## src/prru_pkg.sv

```systemverilog
// Package for the permutation rank / unrank unit.
// Holds field widths, divider step size and the table control struct.
// No dependencies.
`default_nettype none

package prru_pkg;

	// Field widths fixed by the transaction format
	localparam int RANK_W = 45;
	localparam int ELEM_W = 4;
	localparam int CFG_W  = 5;

	// Layer count after reset
	localparam int LAYER_RESET = 16;

	// Quotient bits retired by the divider in one cycle
	localparam int DIV_STEP = 8;

	// Control strobes from the sequencer to the slot / location tables
	typedef struct packed {
		logic clear;
		logic slot_rd;
		logic loc_rd;
		logic slot_we;
		logic loc_we;
	} tbl_ctl_t;

endpackage

`default_nettype wire

```

## src/prru_if.sv

```systemverilog
// Valid / ready channel interfaces for the permutation rank / unrank unit.
// Depends on prru_pkg for the payload widths.
`default_nettype none

interface prru_in_if;
	logic                        valid;
	logic                        ready;
	logic                        action;
	logic [prru_pkg::ELEM_W-1:0] element_in;
	logic [prru_pkg::RANK_W-1:0] unrank_index;

	modport source (output valid, action, element_in, unrank_index, input ready);
	modport sink   (input valid, action, element_in, unrank_index, output ready);
endinterface

interface prru_out_if;
	logic                        valid;
	logic                        ready;
	logic                        result_kind;
	logic [prru_pkg::RANK_W-1:0] rank_value;
	logic [prru_pkg::ELEM_W-1:0] element_out;
	logic                        last;
	logic                        error;

	modport source (output valid, result_kind, rank_value, element_out, last, error,
		input ready);
	modport sink   (input valid, result_kind, rank_value, element_out, last, error,
		output ready);
endinterface

`default_nettype wire

```

## src/prru_divider.sv

```systemverilog
// Iterative restoring divider of a rank-wide index by a small divisor.
// Retires prru_pkg::DIV_STEP quotient bits per cycle. Depends on prru_pkg.
`default_nettype none

module prru_divider #(
	parameter int DW = 5
) (
	input  logic                        clk,
	input  logic                        arst_n,
	input  logic                        start,
	input  logic [prru_pkg::RANK_W-1:0] dividend,
	input  logic [DW-1:0]               divisor,
	output logic [prru_pkg::RANK_W-1:0] quot,
	output logic [DW-1:0]               rem,
	output logic                        done
);

	localparam int RW    = prru_pkg::RANK_W;
	localparam int STEP  = prru_pkg::DIV_STEP;
	localparam int NSTEP = (RW + STEP - 1) / STEP;
	localparam int PW    = NSTEP * STEP;
	localparam int CTW   = $clog2(NSTEP);

	logic [PW-1:0]  sh_q;
	logic [DW-1:0]  rem_q;
	logic [DW-1:0]  d_q;
	logic [CTW-1:0] cnt_q;
	logic           busy_q;
	logic           done_q;

	logic [DW:0]    r_c;
	logic [PW-1:0]  sh_c;

	// Shift in one dividend bit per step, subtract where the divisor fits
	always_comb begin
		r_c  = {1'b0, rem_q};
		sh_c = sh_q;
		for (int k = 0; k < STEP; k++) begin
			r_c  = {r_c[DW-1:0], sh_c[PW-1]};
			sh_c = {sh_c[PW-2:0], 1'b0};
			if (r_c >= {1'b0, d_q}) begin
				r_c     = r_c - {1'b0, d_q};
				sh_c[0] = 1'b1;
			end
		end
	end

	// Load on start, advance while busy, pulse done after the last group
	always_ff @(posedge clk or negedge arst_n) begin
		if (!arst_n) begin
			sh_q   <= '0;
			rem_q  <= '0;
			d_q    <= '0;
			cnt_q  <= '0;
			busy_q <= 1'b0;
			done_q <= 1'b0;
		end else begin
			done_q <= 1'b0;
			if (start) begin
				sh_q   <= PW'(dividend);
				rem_q  <= '0;
				d_q    <= divisor;
				cnt_q  <= '0;
				busy_q <= 1'b1;
			end else if (busy_q) begin
				sh_q  <= sh_c;
				rem_q <= r_c[DW-1:0];
				cnt_q <= cnt_q + CTW'(1);
				if (cnt_q == CTW'(NSTEP - 1)) begin
					busy_q <= 1'b0;
					done_q <= 1'b1;
				end
			end
		end
	end

	assign quot = sh_q[RW-1:0];
	assign rem  = rem_q;
	assign done = done_q;

endmodule

`default_nettype wire

```

## src/prru_tables.sv

```systemverilog
// Slot content and element location tables with registered reads.
// Entries never written since the last clear read as their own index.
// Depends on prru_pkg for the control struct.
`default_nettype none

module prru_tables #(
	parameter int DEPTH = 16,
	parameter int AW    = 4
) (
	input  logic                clk,
	input  logic                arst_n,
	input  prru_pkg::tbl_ctl_t  ctl,
	input  logic [AW-1:0]       slot_ra,
	input  logic [AW-1:0]       slot_rb,
	input  logic [AW-1:0]       slot_wa,
	input  logic [AW-1:0]       slot_wd,
	input  logic [AW-1:0]       loc_ra,
	input  logic [AW-1:0]       loc_wa,
	input  logic [AW-1:0]       loc_wd,
	output logic [AW-1:0]       slot_qa,
	output logic [AW-1:0]       slot_qb,
	output logic [AW-1:0]       loc_q
);

	logic [AW-1:0]    slot_mem [DEPTH];
	logic [AW-1:0]    loc_mem  [DEPTH];
	logic [DEPTH-1:0] slot_vld_q;
	logic [DEPTH-1:0] loc_vld_q;

	logic [AW-1:0] slot_da_q, slot_db_q, loc_d_q;
	logic [AW-1:0] slot_aa_q, slot_ab_q, loc_a_q;
	logic          slot_va_q, slot_vb_q, loc_v_q;

	// Track written entries; clear returns both tables to identity
	always_ff @(posedge clk or negedge arst_n) begin
		if (!arst_n) begin
			slot_vld_q <= '0;
			loc_vld_q  <= '0;
		end else if (ctl.clear) begin
			slot_vld_q <= '0;
			loc_vld_q  <= '0;
		end else begin
			if (ctl.slot_we)
				slot_vld_q[slot_wa] <= 1'b1;
			if (ctl.loc_we)
				loc_vld_q[loc_wa] <= 1'b1;
		end
	end

	// Write ports
	always_ff @(posedge clk) begin
		if (ctl.slot_we)
			slot_mem[slot_wa] <= slot_wd;
		if (ctl.loc_we)
			loc_mem[loc_wa] <= loc_wd;
	end

	// Registered read ports; data, valid and address held until the next read
	always_ff @(posedge clk) begin
		if (ctl.slot_rd) begin
			slot_da_q <= slot_mem[slot_ra];
			slot_db_q <= slot_mem[slot_rb];
			slot_va_q <= slot_vld_q[slot_ra];
			slot_vb_q <= slot_vld_q[slot_rb];
			slot_aa_q <= slot_ra;
			slot_ab_q <= slot_rb;
		end
		if (ctl.loc_rd) begin
			loc_d_q <= loc_mem[loc_ra];
			loc_v_q <= loc_vld_q[loc_ra];
			loc_a_q <= loc_ra;
		end
	end

	assign slot_qa = slot_va_q ? slot_da_q : slot_aa_q;
	assign slot_qb = slot_vb_q ? slot_db_q : slot_ab_q;
	assign loc_q   = loc_v_q   ? loc_d_q   : loc_a_q;

endmodule

`default_nettype wire

```

## src/permutation_rank_unrank_unit.sv

```systemverilog
// Permutation rank / unrank unit: sequencer, rank datapath and output register.
// Depends on prru_pkg, prru_if, prru_divider and prru_tables.
`default_nettype none

// Ranks and unranks permutations of n elements (n = layer_count clamped to
// 2..MAX_LAYERS) with a swap-based mixed-radix scheme. The block takes one
// input transaction at a time. A rank transaction (action 0) carries the next
// element and steps through the read, check, accumulate and factor states;
// the n-th element also yields one rank result, which is loaded in the emit
// state and held in the output register until taken. An unrank transaction
// (action 1) yields n element results, the last one marked; each element
// waits on the divider, which retires eight quotient bits per cycle while
// busy. The rank datapath shares one 45x5-bit multiplier between the rank
// and factor updates. A layer_count write and an unrank transaction both
// drop any ranking in progress. Bad or repeated elements flag the rank result
// with error and a zero rank.
module permutation_rank_unrank_unit #(
	parameter int MAX_LAYERS = 16
) (
	input  logic                       clk,
	input  logic                       arst_n,
	input  logic                       cfg_we,
	input  logic [prru_pkg::CFG_W-1:0] cfg_wdata,
	prru_in_if.sink                    in_ch,
	prru_out_if.source                 out_ch
);

	localparam int RW    = prru_pkg::RANK_W;
	localparam int EW    = prru_pkg::ELEM_W;
	localparam int CFW   = prru_pkg::CFG_W;
	localparam int CNT_W = $clog2(MAX_LAYERS + 1);
	localparam int AW    = $clog2(MAX_LAYERS);
	localparam int N_RST = (prru_pkg::LAYER_RESET > MAX_LAYERS) ? MAX_LAYERS
		: prru_pkg::LAYER_RESET;

	typedef enum logic [2:0] {
		S_IDLE,
		S_R_READ,
		S_R_CHECK,
		S_R_ACC,
		S_R_FAC,
		S_R_EMIT,
		S_U_DIV,
		S_U_EMIT
	} state_t;

	state_t            state_q;
	logic [CNT_W-1:0]  n_q;
	logic [CNT_W-1:0]  pos_q;
	logic [RW-1:0]     acc_q;
	logic [RW-1:0]     fac_q;
	logic              err_q;
	logic [EW-1:0]     e_q;
	logic              bad_q;
	logic [AW-1:0]     s_q;
	logic [AW-1:0]     v_q;
	logic [RW-1:0]     prod_q;
	logic [RW-1:0]     idx_q;
	logic [CNT_W-1:0]  i_q;
	logic [AW-1:0]     j_q;
	logic              div_start_q;

	logic              out_valid_q;
	logic              out_kind_q;
	logic [RW-1:0]     out_rank_q;
	logic [EW-1:0]     out_elem_q;
	logic              out_last_q;
	logic              out_err_q;

	prru_pkg::tbl_ctl_t tbl_ctl;
	logic [AW-1:0]     slot_ra, slot_rb, slot_wa, slot_wd;
	logic [AW-1:0]     loc_ra, loc_wa, loc_wd;
	logic [AW-1:0]     slot_qa, slot_qb, loc_q;

	logic [RW-1:0]     div_quot;
	logic [CNT_W-1:0]  div_rem;
	logic              div_done;

	logic [CFW-1:0]    clamp_v;
	logic              e_big;
	logic              bad;
	logic [CNT_W-1:0]  diff;
	logic [CNT_W-1:0]  mul_b;
	logic [RW+CNT_W-1:0] prod_full;
	logic              out_free;
	logic [AW-1:0]     j_w;
	logic              last_el;
	logic [AW-1:0]     pos_a;
	logic [AW-1:0]     e_a;
	logic              div_kick;
	logic              out_load;

	// Clamp the written layer count to the supported range
	always_comb begin
		if (cfg_wdata < CFW'(2))
			clamp_v = CFW'(2);
		else if (cfg_wdata > CFW'(MAX_LAYERS))
			clamp_v = CFW'(MAX_LAYERS);
		else
			clamp_v = cfg_wdata;
	end

	// Rank checks and the shared multiplier
	assign pos_a     = pos_q[AW-1:0];
	assign e_a       = AW'(e_q);
	assign e_big     = CFW'(e_q) >= CFW'(n_q);
	assign bad       = e_big || (CNT_W'(loc_q) < pos_q);
	assign diff      = bad ? '0 : CNT_W'(loc_q) - pos_q;
	assign mul_b     = (state_q == S_R_CHECK) ? diff : n_q - pos_q;
	assign prod_full = fac_q * mul_b;

	// Unrank swap target and end of sequence
	assign j_w     = AW'(i_q + div_rem);
	assign last_el = (i_q == n_q - CNT_W'(1));

	assign out_free = !out_valid_q || out_ch.ready;

	// Start the divider on an unrank transaction or for the next element
	assign div_kick = (state_q == S_IDLE && !cfg_we && in_ch.valid && in_ch.action)
		|| (state_q == S_U_EMIT && out_free && !last_el);

	// Load the output register whenever a result is ready and the slot is free
	assign out_load = ((state_q == S_R_EMIT) || (state_q == S_U_EMIT)) && out_free;

	// Table strobes and addresses per sequencer state
	always_comb begin
		tbl_ctl = '0;
		slot_ra = pos_a;
		slot_rb = j_w;
		slot_wa = '0;
		slot_wd = '0;
		loc_ra  = e_a;
		loc_wa  = '0;
		loc_wd  = '0;
		unique case (state_q)
			S_IDLE: begin
				tbl_ctl.clear = cfg_we || (in_ch.valid && in_ch.action);
			end
			S_R_READ: begin
				tbl_ctl.slot_rd = 1'b1;
				tbl_ctl.loc_rd  = 1'b1;
			end
			S_R_CHECK: begin
				if (!bad) begin
					tbl_ctl.slot_we = 1'b1;
					slot_wa         = loc_q;
					slot_wd         = slot_qa;
					tbl_ctl.loc_we  = 1'b1;
					loc_wa          = e_a;
					loc_wd          = pos_a;
				end
			end
			S_R_ACC: begin
				if (!bad_q) begin
					tbl_ctl.slot_we = 1'b1;
					slot_wa         = pos_a;
					slot_wd         = e_a;
					tbl_ctl.loc_we  = 1'b1;
					loc_wa          = v_q;
					loc_wd          = s_q;
				end
			end
			S_R_FAC: begin
			end
			S_R_EMIT: begin
				tbl_ctl.clear = out_free;
			end
			S_U_DIV: begin
				tbl_ctl.slot_rd = div_done;
				slot_ra         = i_q[AW-1:0];
			end
			S_U_EMIT: begin
				slot_ra = i_q[AW-1:0];
				if (out_free) begin
					tbl_ctl.slot_we = 1'b1;
					slot_wa         = j_q;
					slot_wd         = slot_qa;
					tbl_ctl.clear   = last_el;
				end
			end
			default: begin
			end
		endcase
	end

	prru_tables #(
		.DEPTH (MAX_LAYERS),
		.AW    (AW)
	) u_tables (
		.clk     (clk),
		.arst_n  (arst_n),
		.ctl     (tbl_ctl),
		.slot_ra (slot_ra),
		.slot_rb (slot_rb),
		.slot_wa (slot_wa),
		.slot_wd (slot_wd),
		.loc_ra  (loc_ra),
		.loc_wa  (loc_wa),
		.loc_wd  (loc_wd),
		.slot_qa (slot_qa),
		.slot_qb (slot_qb),
		.loc_q   (loc_q)
	);

	prru_divider #(
		.DW (CNT_W)
	) u_divider (
		.clk      (clk),
		.arst_n   (arst_n),
		.start    (div_start_q),
		.dividend (idx_q),
		.divisor  (n_q - i_q),
		.quot     (div_quot),
		.rem      (div_rem),
		.done     (div_done)
	);

	// Sequencer, rank state and output register
	always_ff @(posedge clk or negedge arst_n) begin
		if (!arst_n) begin
			state_q     <= S_IDLE;
			n_q         <= CNT_W'(N_RST);
			pos_q       <= '0;
			acc_q       <= '0;
			fac_q       <= RW'(1);
			err_q       <= 1'b0;
			e_q         <= '0;
			bad_q       <= 1'b0;
			s_q         <= '0;
			v_q         <= '0;
			prod_q      <= '0;
			idx_q       <= '0;
			i_q         <= '0;
			j_q         <= '0;
			div_start_q <= 1'b0;
			out_valid_q <= 1'b0;
			out_kind_q  <= 1'b0;
			out_rank_q  <= '0;
			out_elem_q  <= '0;
			out_last_q  <= 1'b0;
			out_err_q   <= 1'b0;
		end else begin
			div_start_q <= div_kick;
			// Load a new result, or drop the held one once it is taken
			if (out_load)
				out_valid_q <= 1'b1;
			else if (out_ch.ready)
				out_valid_q <= 1'b0;

			unique case (state_q)
				S_IDLE: begin
					if (cfg_we) begin
						n_q   <= CNT_W'(clamp_v);
						pos_q <= '0;
						acc_q <= '0;
						fac_q <= RW'(1);
						err_q <= 1'b0;
					end else if (in_ch.valid) begin
						if (in_ch.action) begin
							pos_q       <= '0;
							acc_q       <= '0;
							fac_q       <= RW'(1);
							err_q       <= 1'b0;
							idx_q       <= in_ch.unrank_index;
							i_q         <= '0;
							state_q     <= S_U_DIV;
						end else begin
							e_q     <= in_ch.element_in;
							state_q <= S_R_READ;
						end
					end
				end
				S_R_READ: begin
					state_q <= S_R_CHECK;
				end
				S_R_CHECK: begin
					bad_q   <= bad;
					if (bad)
						err_q <= 1'b1;
					s_q     <= loc_q;
					v_q     <= slot_qa;
					prod_q  <= prod_full[RW-1:0];
					state_q <= S_R_ACC;
				end
				S_R_ACC: begin
					acc_q   <= acc_q + prod_q;
					prod_q  <= prod_full[RW-1:0];
					state_q <= S_R_FAC;
				end
				S_R_FAC: begin
					fac_q <= prod_q;
					pos_q <= pos_q + CNT_W'(1);
					if (pos_q + CNT_W'(1) == n_q)
						state_q <= S_R_EMIT;
					else
						state_q <= S_IDLE;
				end
				S_R_EMIT: begin
					if (out_free) begin
						out_kind_q  <= 1'b0;
						out_rank_q  <= err_q ? '0 : acc_q;
						out_elem_q  <= '0;
						out_last_q  <= 1'b1;
						out_err_q   <= err_q;
						pos_q       <= '0;
						acc_q       <= '0;
						fac_q       <= RW'(1);
						err_q       <= 1'b0;
						state_q     <= S_IDLE;
					end
				end
				S_U_DIV: begin
					if (div_done) begin
						idx_q   <= div_quot;
						j_q     <= j_w;
						state_q <= S_U_EMIT;
					end
				end
				S_U_EMIT: begin
					if (out_free) begin
						out_kind_q  <= 1'b1;
						out_rank_q  <= '0;
						out_elem_q  <= EW'(slot_qb);
						out_last_q  <= last_el;
						out_err_q   <= 1'b0;
						if (last_el) begin
							state_q <= S_IDLE;
						end else begin
							i_q         <= i_q + CNT_W'(1);
							state_q     <= S_U_DIV;
						end
					end
				end
				default: begin
					state_q <= S_IDLE;
				end
			endcase
		end
	end

	assign in_ch.ready        = (state_q == S_IDLE) && !cfg_we;
	assign out_ch.valid       = out_valid_q;
	assign out_ch.result_kind = out_kind_q;
	assign out_ch.rank_value  = out_rank_q;
	assign out_ch.element_out = out_elem_q;
	assign out_ch.last        = out_last_q;
	assign out_ch.error       = out_err_q;

	// Position stays below the layer count except while a rank result waits
	a_pos_range: assert property (@(posedge clk) disable iff (!arst_n)
		(state_q != S_R_EMIT) |-> (pos_q < n_q))
		else $error("rank position reached the layer count");

	// Divider results only arrive while unranking waits on them
	a_div_owner: assert property (@(posedge clk) disable iff (!arst_n)
		div_done |-> (state_q == S_U_DIV))
		else $error("divider finished outside an unrank step");

	// A rank result is always last, and an errored one carries zero
	a_rank_result: assert property (@(posedge clk) disable iff (!arst_n)
		(out_ch.valid && !out_ch.result_kind) |->
			(out_ch.last && (!out_ch.error || (out_ch.rank_value == '0))))
		else $error("malformed rank result");

endmodule

`default_nettype wire
```

## src/flat_wrapper.sv

```systemverilog
// flat-port wrapper written by rule: the top's interface ports become plain ports
module permutation_rank_unrank_unit_flat 
#(
	parameter int MAX_LAYERS = 16
)
  (clk, arst_n, cfg_we, cfg_wdata, in_ch_valid, in_ch_action, in_ch_element_in, in_ch_unrank_index, in_ch_ready, out_ch_valid, out_ch_result_kind, out_ch_rank_value, out_ch_element_out, out_ch_last, out_ch_error, out_ch_ready);
  prru_in_if in_ch_i ();
  prru_out_if out_ch_i ();
  input  logic clk;
  input  logic arst_n;
  input  logic cfg_we;
  input  logic [prru_pkg::CFG_W-1:0] cfg_wdata;
  input wire logic [$bits(in_ch_i.valid)-1:0] in_ch_valid;
  input wire logic [$bits(in_ch_i.action)-1:0] in_ch_action;
  input wire logic [$bits(in_ch_i.element_in)-1:0] in_ch_element_in;
  input wire logic [$bits(in_ch_i.unrank_index)-1:0] in_ch_unrank_index;
  output wire logic [$bits(in_ch_i.ready)-1:0] in_ch_ready;
  output wire logic [$bits(out_ch_i.valid)-1:0] out_ch_valid;
  output wire logic [$bits(out_ch_i.result_kind)-1:0] out_ch_result_kind;
  output wire logic [$bits(out_ch_i.rank_value)-1:0] out_ch_rank_value;
  output wire logic [$bits(out_ch_i.element_out)-1:0] out_ch_element_out;
  output wire logic [$bits(out_ch_i.last)-1:0] out_ch_last;
  output wire logic [$bits(out_ch_i.error)-1:0] out_ch_error;
  input wire logic [$bits(out_ch_i.ready)-1:0] out_ch_ready;
  assign in_ch_i.valid = in_ch_valid;
  assign in_ch_i.action = in_ch_action;
  assign in_ch_i.element_in = in_ch_element_in;
  assign in_ch_i.unrank_index = in_ch_unrank_index;
  assign in_ch_ready = in_ch_i.ready;
  assign out_ch_valid = out_ch_i.valid;
  assign out_ch_result_kind = out_ch_i.result_kind;
  assign out_ch_rank_value = out_ch_i.rank_value;
  assign out_ch_element_out = out_ch_i.element_out;
  assign out_ch_last = out_ch_i.last;
  assign out_ch_error = out_ch_i.error;
  assign out_ch_i.ready = out_ch_ready;
  permutation_rank_unrank_unit #(.MAX_LAYERS(MAX_LAYERS)) u_core (.clk(clk), .arst_n(arst_n), .cfg_we(cfg_we), .cfg_wdata(cfg_wdata), .in_ch(in_ch_i), .out_ch(out_ch_i));
endmodule
```

## config.mk

```make
export PLATFORM = sky130hd
export DESIGN_NAME = permutation_rank_unrank_unit_flat
export DESIGN_NICKNAME = d
export VERILOG_FILES = /design/src/prru_pkg.sv /design/src/prru_if.sv /design/src/prru_divider.sv /design/src/prru_tables.sv /design/src/permutation_rank_unrank_unit.sv /design/src/flat_wrapper.sv
export SDC_FILE = /design/constraint.sdc
export NUM_CORES = 2
export LEC_CHECK = 0
export BUFFER_PORTS_ARGS = -buffer_cell sky130_fd_sc_hd__buf_2
export CORE_MARGIN = 3
export CORE_UTILIZATION = 61
export DETAILED_ROUTE_END_ITERATION = 8
export MAX_ROUTING_LAYER = met4
export PLACE_DENSITY_LB_ADDON = 0.2
export SLEW_MARGIN = 20
export SYNTH_ARGS = -nofsm -noshare
export SYNTH_HDL_FRONTEND = slang
export SYNTH_SLANG_ARGS = --single-unit
```

## constraint.sdc

```tcl
create_clock -name clk -period 33.9 [get_ports clk]
set_input_delay 5.085 -clock clk [delete_from_list [all_inputs] [get_ports clk]]
set_output_delay 5.085 -clock clk [all_outputs]
set_load 0.01 [all_outputs]
```

==> results.txt <==
* Run status: complete, no violations
- Number of enable flip-flop cells after synthesis: 155
* Count of antenna-violating nets left after detailed routing: 0
- Clock tree from TritonCTS: built
- The number of hold buffers added after CTS was 0.
- Data on the critical path arrives at its endpoint at 16910 ps.
- At the end of routability-driven placement, the weighted congestion stood at 0.932.
- Detailed-route DRC error count: 0
- Max capacitance violation total: 0
* Clock Latency Late Sink: 640 ps
* Area enclosed by the die boundary: 56100 um2
- For this run, the post-layout net count is 3502.
- The path with the worst hold slack has its endpoint at u_core.out_ch.element_out[3].
- STA classifies the critical path startpoint as a register.
* Die Wd: 237 um
- Cell taking the most area after synthesis: dfrtp_1
* Critical hold path startpoint: u_core.out_ch.element_out[3]
- Synthesis inferred 520 register bits.
- Crit path capture type: register
- Buffers added to address setup during post-CTS repair amount to 0.
- From synthesis to final layout, the design area changed by 9.67%.
- Fraction of final layout cells sized beyond drive strength 1: 0.112
* Final Max Slew Viols: 0
- First-pass GRT wire length: 133000 um
- Data on the critical path is required at its endpoint by 34400 ps.
* Post-synth cell types: 90
- In this run, post-CTS repair resized a total of 0 instances.
* Vias in the first global route: 24500
- In this run the tool buffered the top-level ports with 113 buffer cells.
- Top flip-flop cell by instance count after synthesis: dfrtp_1
- Setup violations remaining at the end of the flow were counted as 0.
* Leading post-synthesis cells by cell area: dfrtp_1, edfxtp_1, fa_1
- Num rows: 83
* Most frequent cells in the layout: nand2_1, dfrtp_1, o21ai_0
* Overall routed net length: 81600 um
- Met2 wire len: 38100 um
- The startpoint identified for the worst register-to-register timing path is u_core.u_divider.d_q[1].
* Setup total negative slack: 0 ps
- Cell at the slowest stage of the critical path: dfrtp_1
- The critical path is of the register to register type.
* Syn avg cell area: 10.5 um2
- Headroom to the max-slew limit came out at 0.264.
- Post-detailed-route wirelength per cell: 21.0 um
- Hold depth: 2
- Entering global routing, the biggest net connects 108 pins.
- Worst-Margin Slew: 1100 ps
- Buffers from clock root to sink, at most: 3
- Library cell used as clock root buffer: clkbuf_16
- Number of H-tree branching levels: 2
* Number of instances in the synthesized netlist: 3092
- Highest achievable clock rate: 61.0 MHz
- Area of the mapped netlist: 32500 um2
* Most common cell after layout, fill and taps aside: nand2_1
- In this design, the critical path's most frequently occurring cell is a21oi_1.
* Tightest Hold Check Type: register to register
* Number of synthesis warnings: 0
* Unrepaired setup endpoints after global routing: false
* Starting DRC count in detailed routing: 2150
* CTS clk-pin slew, worst paths: 60 ps
- Inserted Clock Buffers: 54
- Endpoints failing hold: 0
- For this run, the register share of the synthesized area comes to 0.424.
- Detail Route met3 WL: 5790 um
- Final cycle utilization of the critical path: 0.484
- Final critical delay including setup and external delays: 16400 ps
* Reg2reg end: u_core.u_divider.rem[1]
* Peak per-stage delay on the critical path: 800 ps
* Final HPWL DP: 56100 um
* Critical-path maximum fanout: 10
- After synthesis, the share of flip-flops with an asynchronous set or reset is 0.702.
- The number of nets in the synthesized netlist is 3442.
- The die is 237 um tall.
* Average via count per standard cell: 6.29
* Worst reg2reg path depth: 61
- For this configuration, the core starts out at a cell density of 0.624.
- After floorplanning, the core was sized to cover 52000 um2.
- Summed over all layers, the global routing overflow is 0.
- Wire length on met1: 35400 um
* Setup skew after layout: 34.9 ps
- In the global route stage, overall resource usage came out at 0.302.
* Top Metal Used: met4
* Count of clock tree sinks: 520
- For flop-to-flop paths, the worst setup slack is 17500 ps.
* Area share of the largest cell type after synthesis: 0.280
- The number of antenna violations at the first check in global routing came to 2.
- The pre-antenna-repair detailed-routing pass consisted of 6 iterations.
* Vias after detailed routing: 24400
- For this design the top-level I/O count stands at 114.
-- worst max path at each step --
stage | start | to | slack, ps | depth (start not counted)
2_1_floorplan | u_core.u_divider.d_q[1] | u_core.u_divider.rem[0] | 20260 | 63
3_3_place_gp | u_core.u_divider.d_q[1] | u_core.u_divider.rem[0] | 17910 | 61
3_5_place_dp | u_core.u_divider.d_q[1] | u_core.u_divider.rem[0] | 17590 | 61
4_1_cts | u_core.u_divider.d_q[1] | u_core.u_divider.rem[3] | 17520 | 61
5_1_grt | u_core.u_divider.d_q[1] | u_core.u_divider.rem[1] | 16360 | 61
6_report | u_core.u_divider.d_q[1] | u_core.u_divider.rem[1] | 17500 | 61
-- cell type report --
cell class,instances,area (um2)
clock buffers,81,1610
flip-flops and latches,520,13800
fillers,3828,16400
well taps,680,851
inverters,168,631
multi-input cells,2258,17600
repair buffers,150,873
clock inverters,19,250
diodes,1,2.50
-- cell usage after synthesis, types with 16 or more instances --
master and n:
nand2_1 462, dfrtp_1 363, o21ai_0 188, inv_1 167, edfxtp_1 155, ha_1 155
nor2_1 151, fa_1 135, clkbuf_1 132, a21oi_1 121, and2_1 106, a22o_1 92
a21o_1 91, mux2i_1 84, xnor2_1 79, mux4_2 65, a31oi_1 62, nand3_1 58
o21a_1 50, xor2_1 45, nand2b_1 30, nor2b_1 24, nor3_1 20, and3_1 19
nand4_1 16
-- per-layer routing --
layer  vias to the layer above  GRT usage
li1                      11100          -
met1                     12200      0.421
met2                       892      0.464
met3                       153     0.0467
met4                         0     0.0883
met5                         -          -
-- through the flow --
step	area [um2]	setup slack (ps)	hold WS (ps)	util	instances
2_1_floorplan	32500	20260	423	-	3092
3_3_place_gp	33700	17910	457	0.648	3775
3_5_place_dp	33700	17590	466	0.648	3775
4_1_cts	35600	17520	484	0.684	3875
5_1_grt	35600	16360	500	0.685	3877
6_report	35600	17500	483	0.685	3877
-- kinds of logic after synthesis --
family          Yosys count  synth area share
fa+ha+maj               290             0.143
mux                     167            0.0777
compound gates          751             0.156
flops                   520             0.424
xor+xnor                124            0.0334
simple gates            926             0.130
buf+inv                 314            0.0363
-- flip-flops by register name, indices dropped and copies added, names as in the netlist, 45 cells and up --
| name | flops |
|---|---|
| u_core.acc_q | 45 |
| u_core.fac_q | 45 |
| u_core.idx_q | 45 |
| u_core.out_ch.rank_value | 45 |
| u_core.prod_q | 45 |
| u_core.u_divider.sh_q | 48 |
| u_core.u_tables.loc_mem | 64 |
| u_core.u_tables.slot_mem | 64 |
-- worst max-delay path: cells and delay by family, from the launching register on --
kind,cells,cell delay (ps)
AO/OA/AOI/OAI,28,6110
adder cells (fa/ha/maj),8,3320
AND/OR/NAND/NOR,16,2730
multiplexers,7,2710
flip-flops,1,800
buffers and inverters,2,610
Power is not shown: default switching activity piles up to over one toggle a cycle in this logic, so the estimate is an artifact.
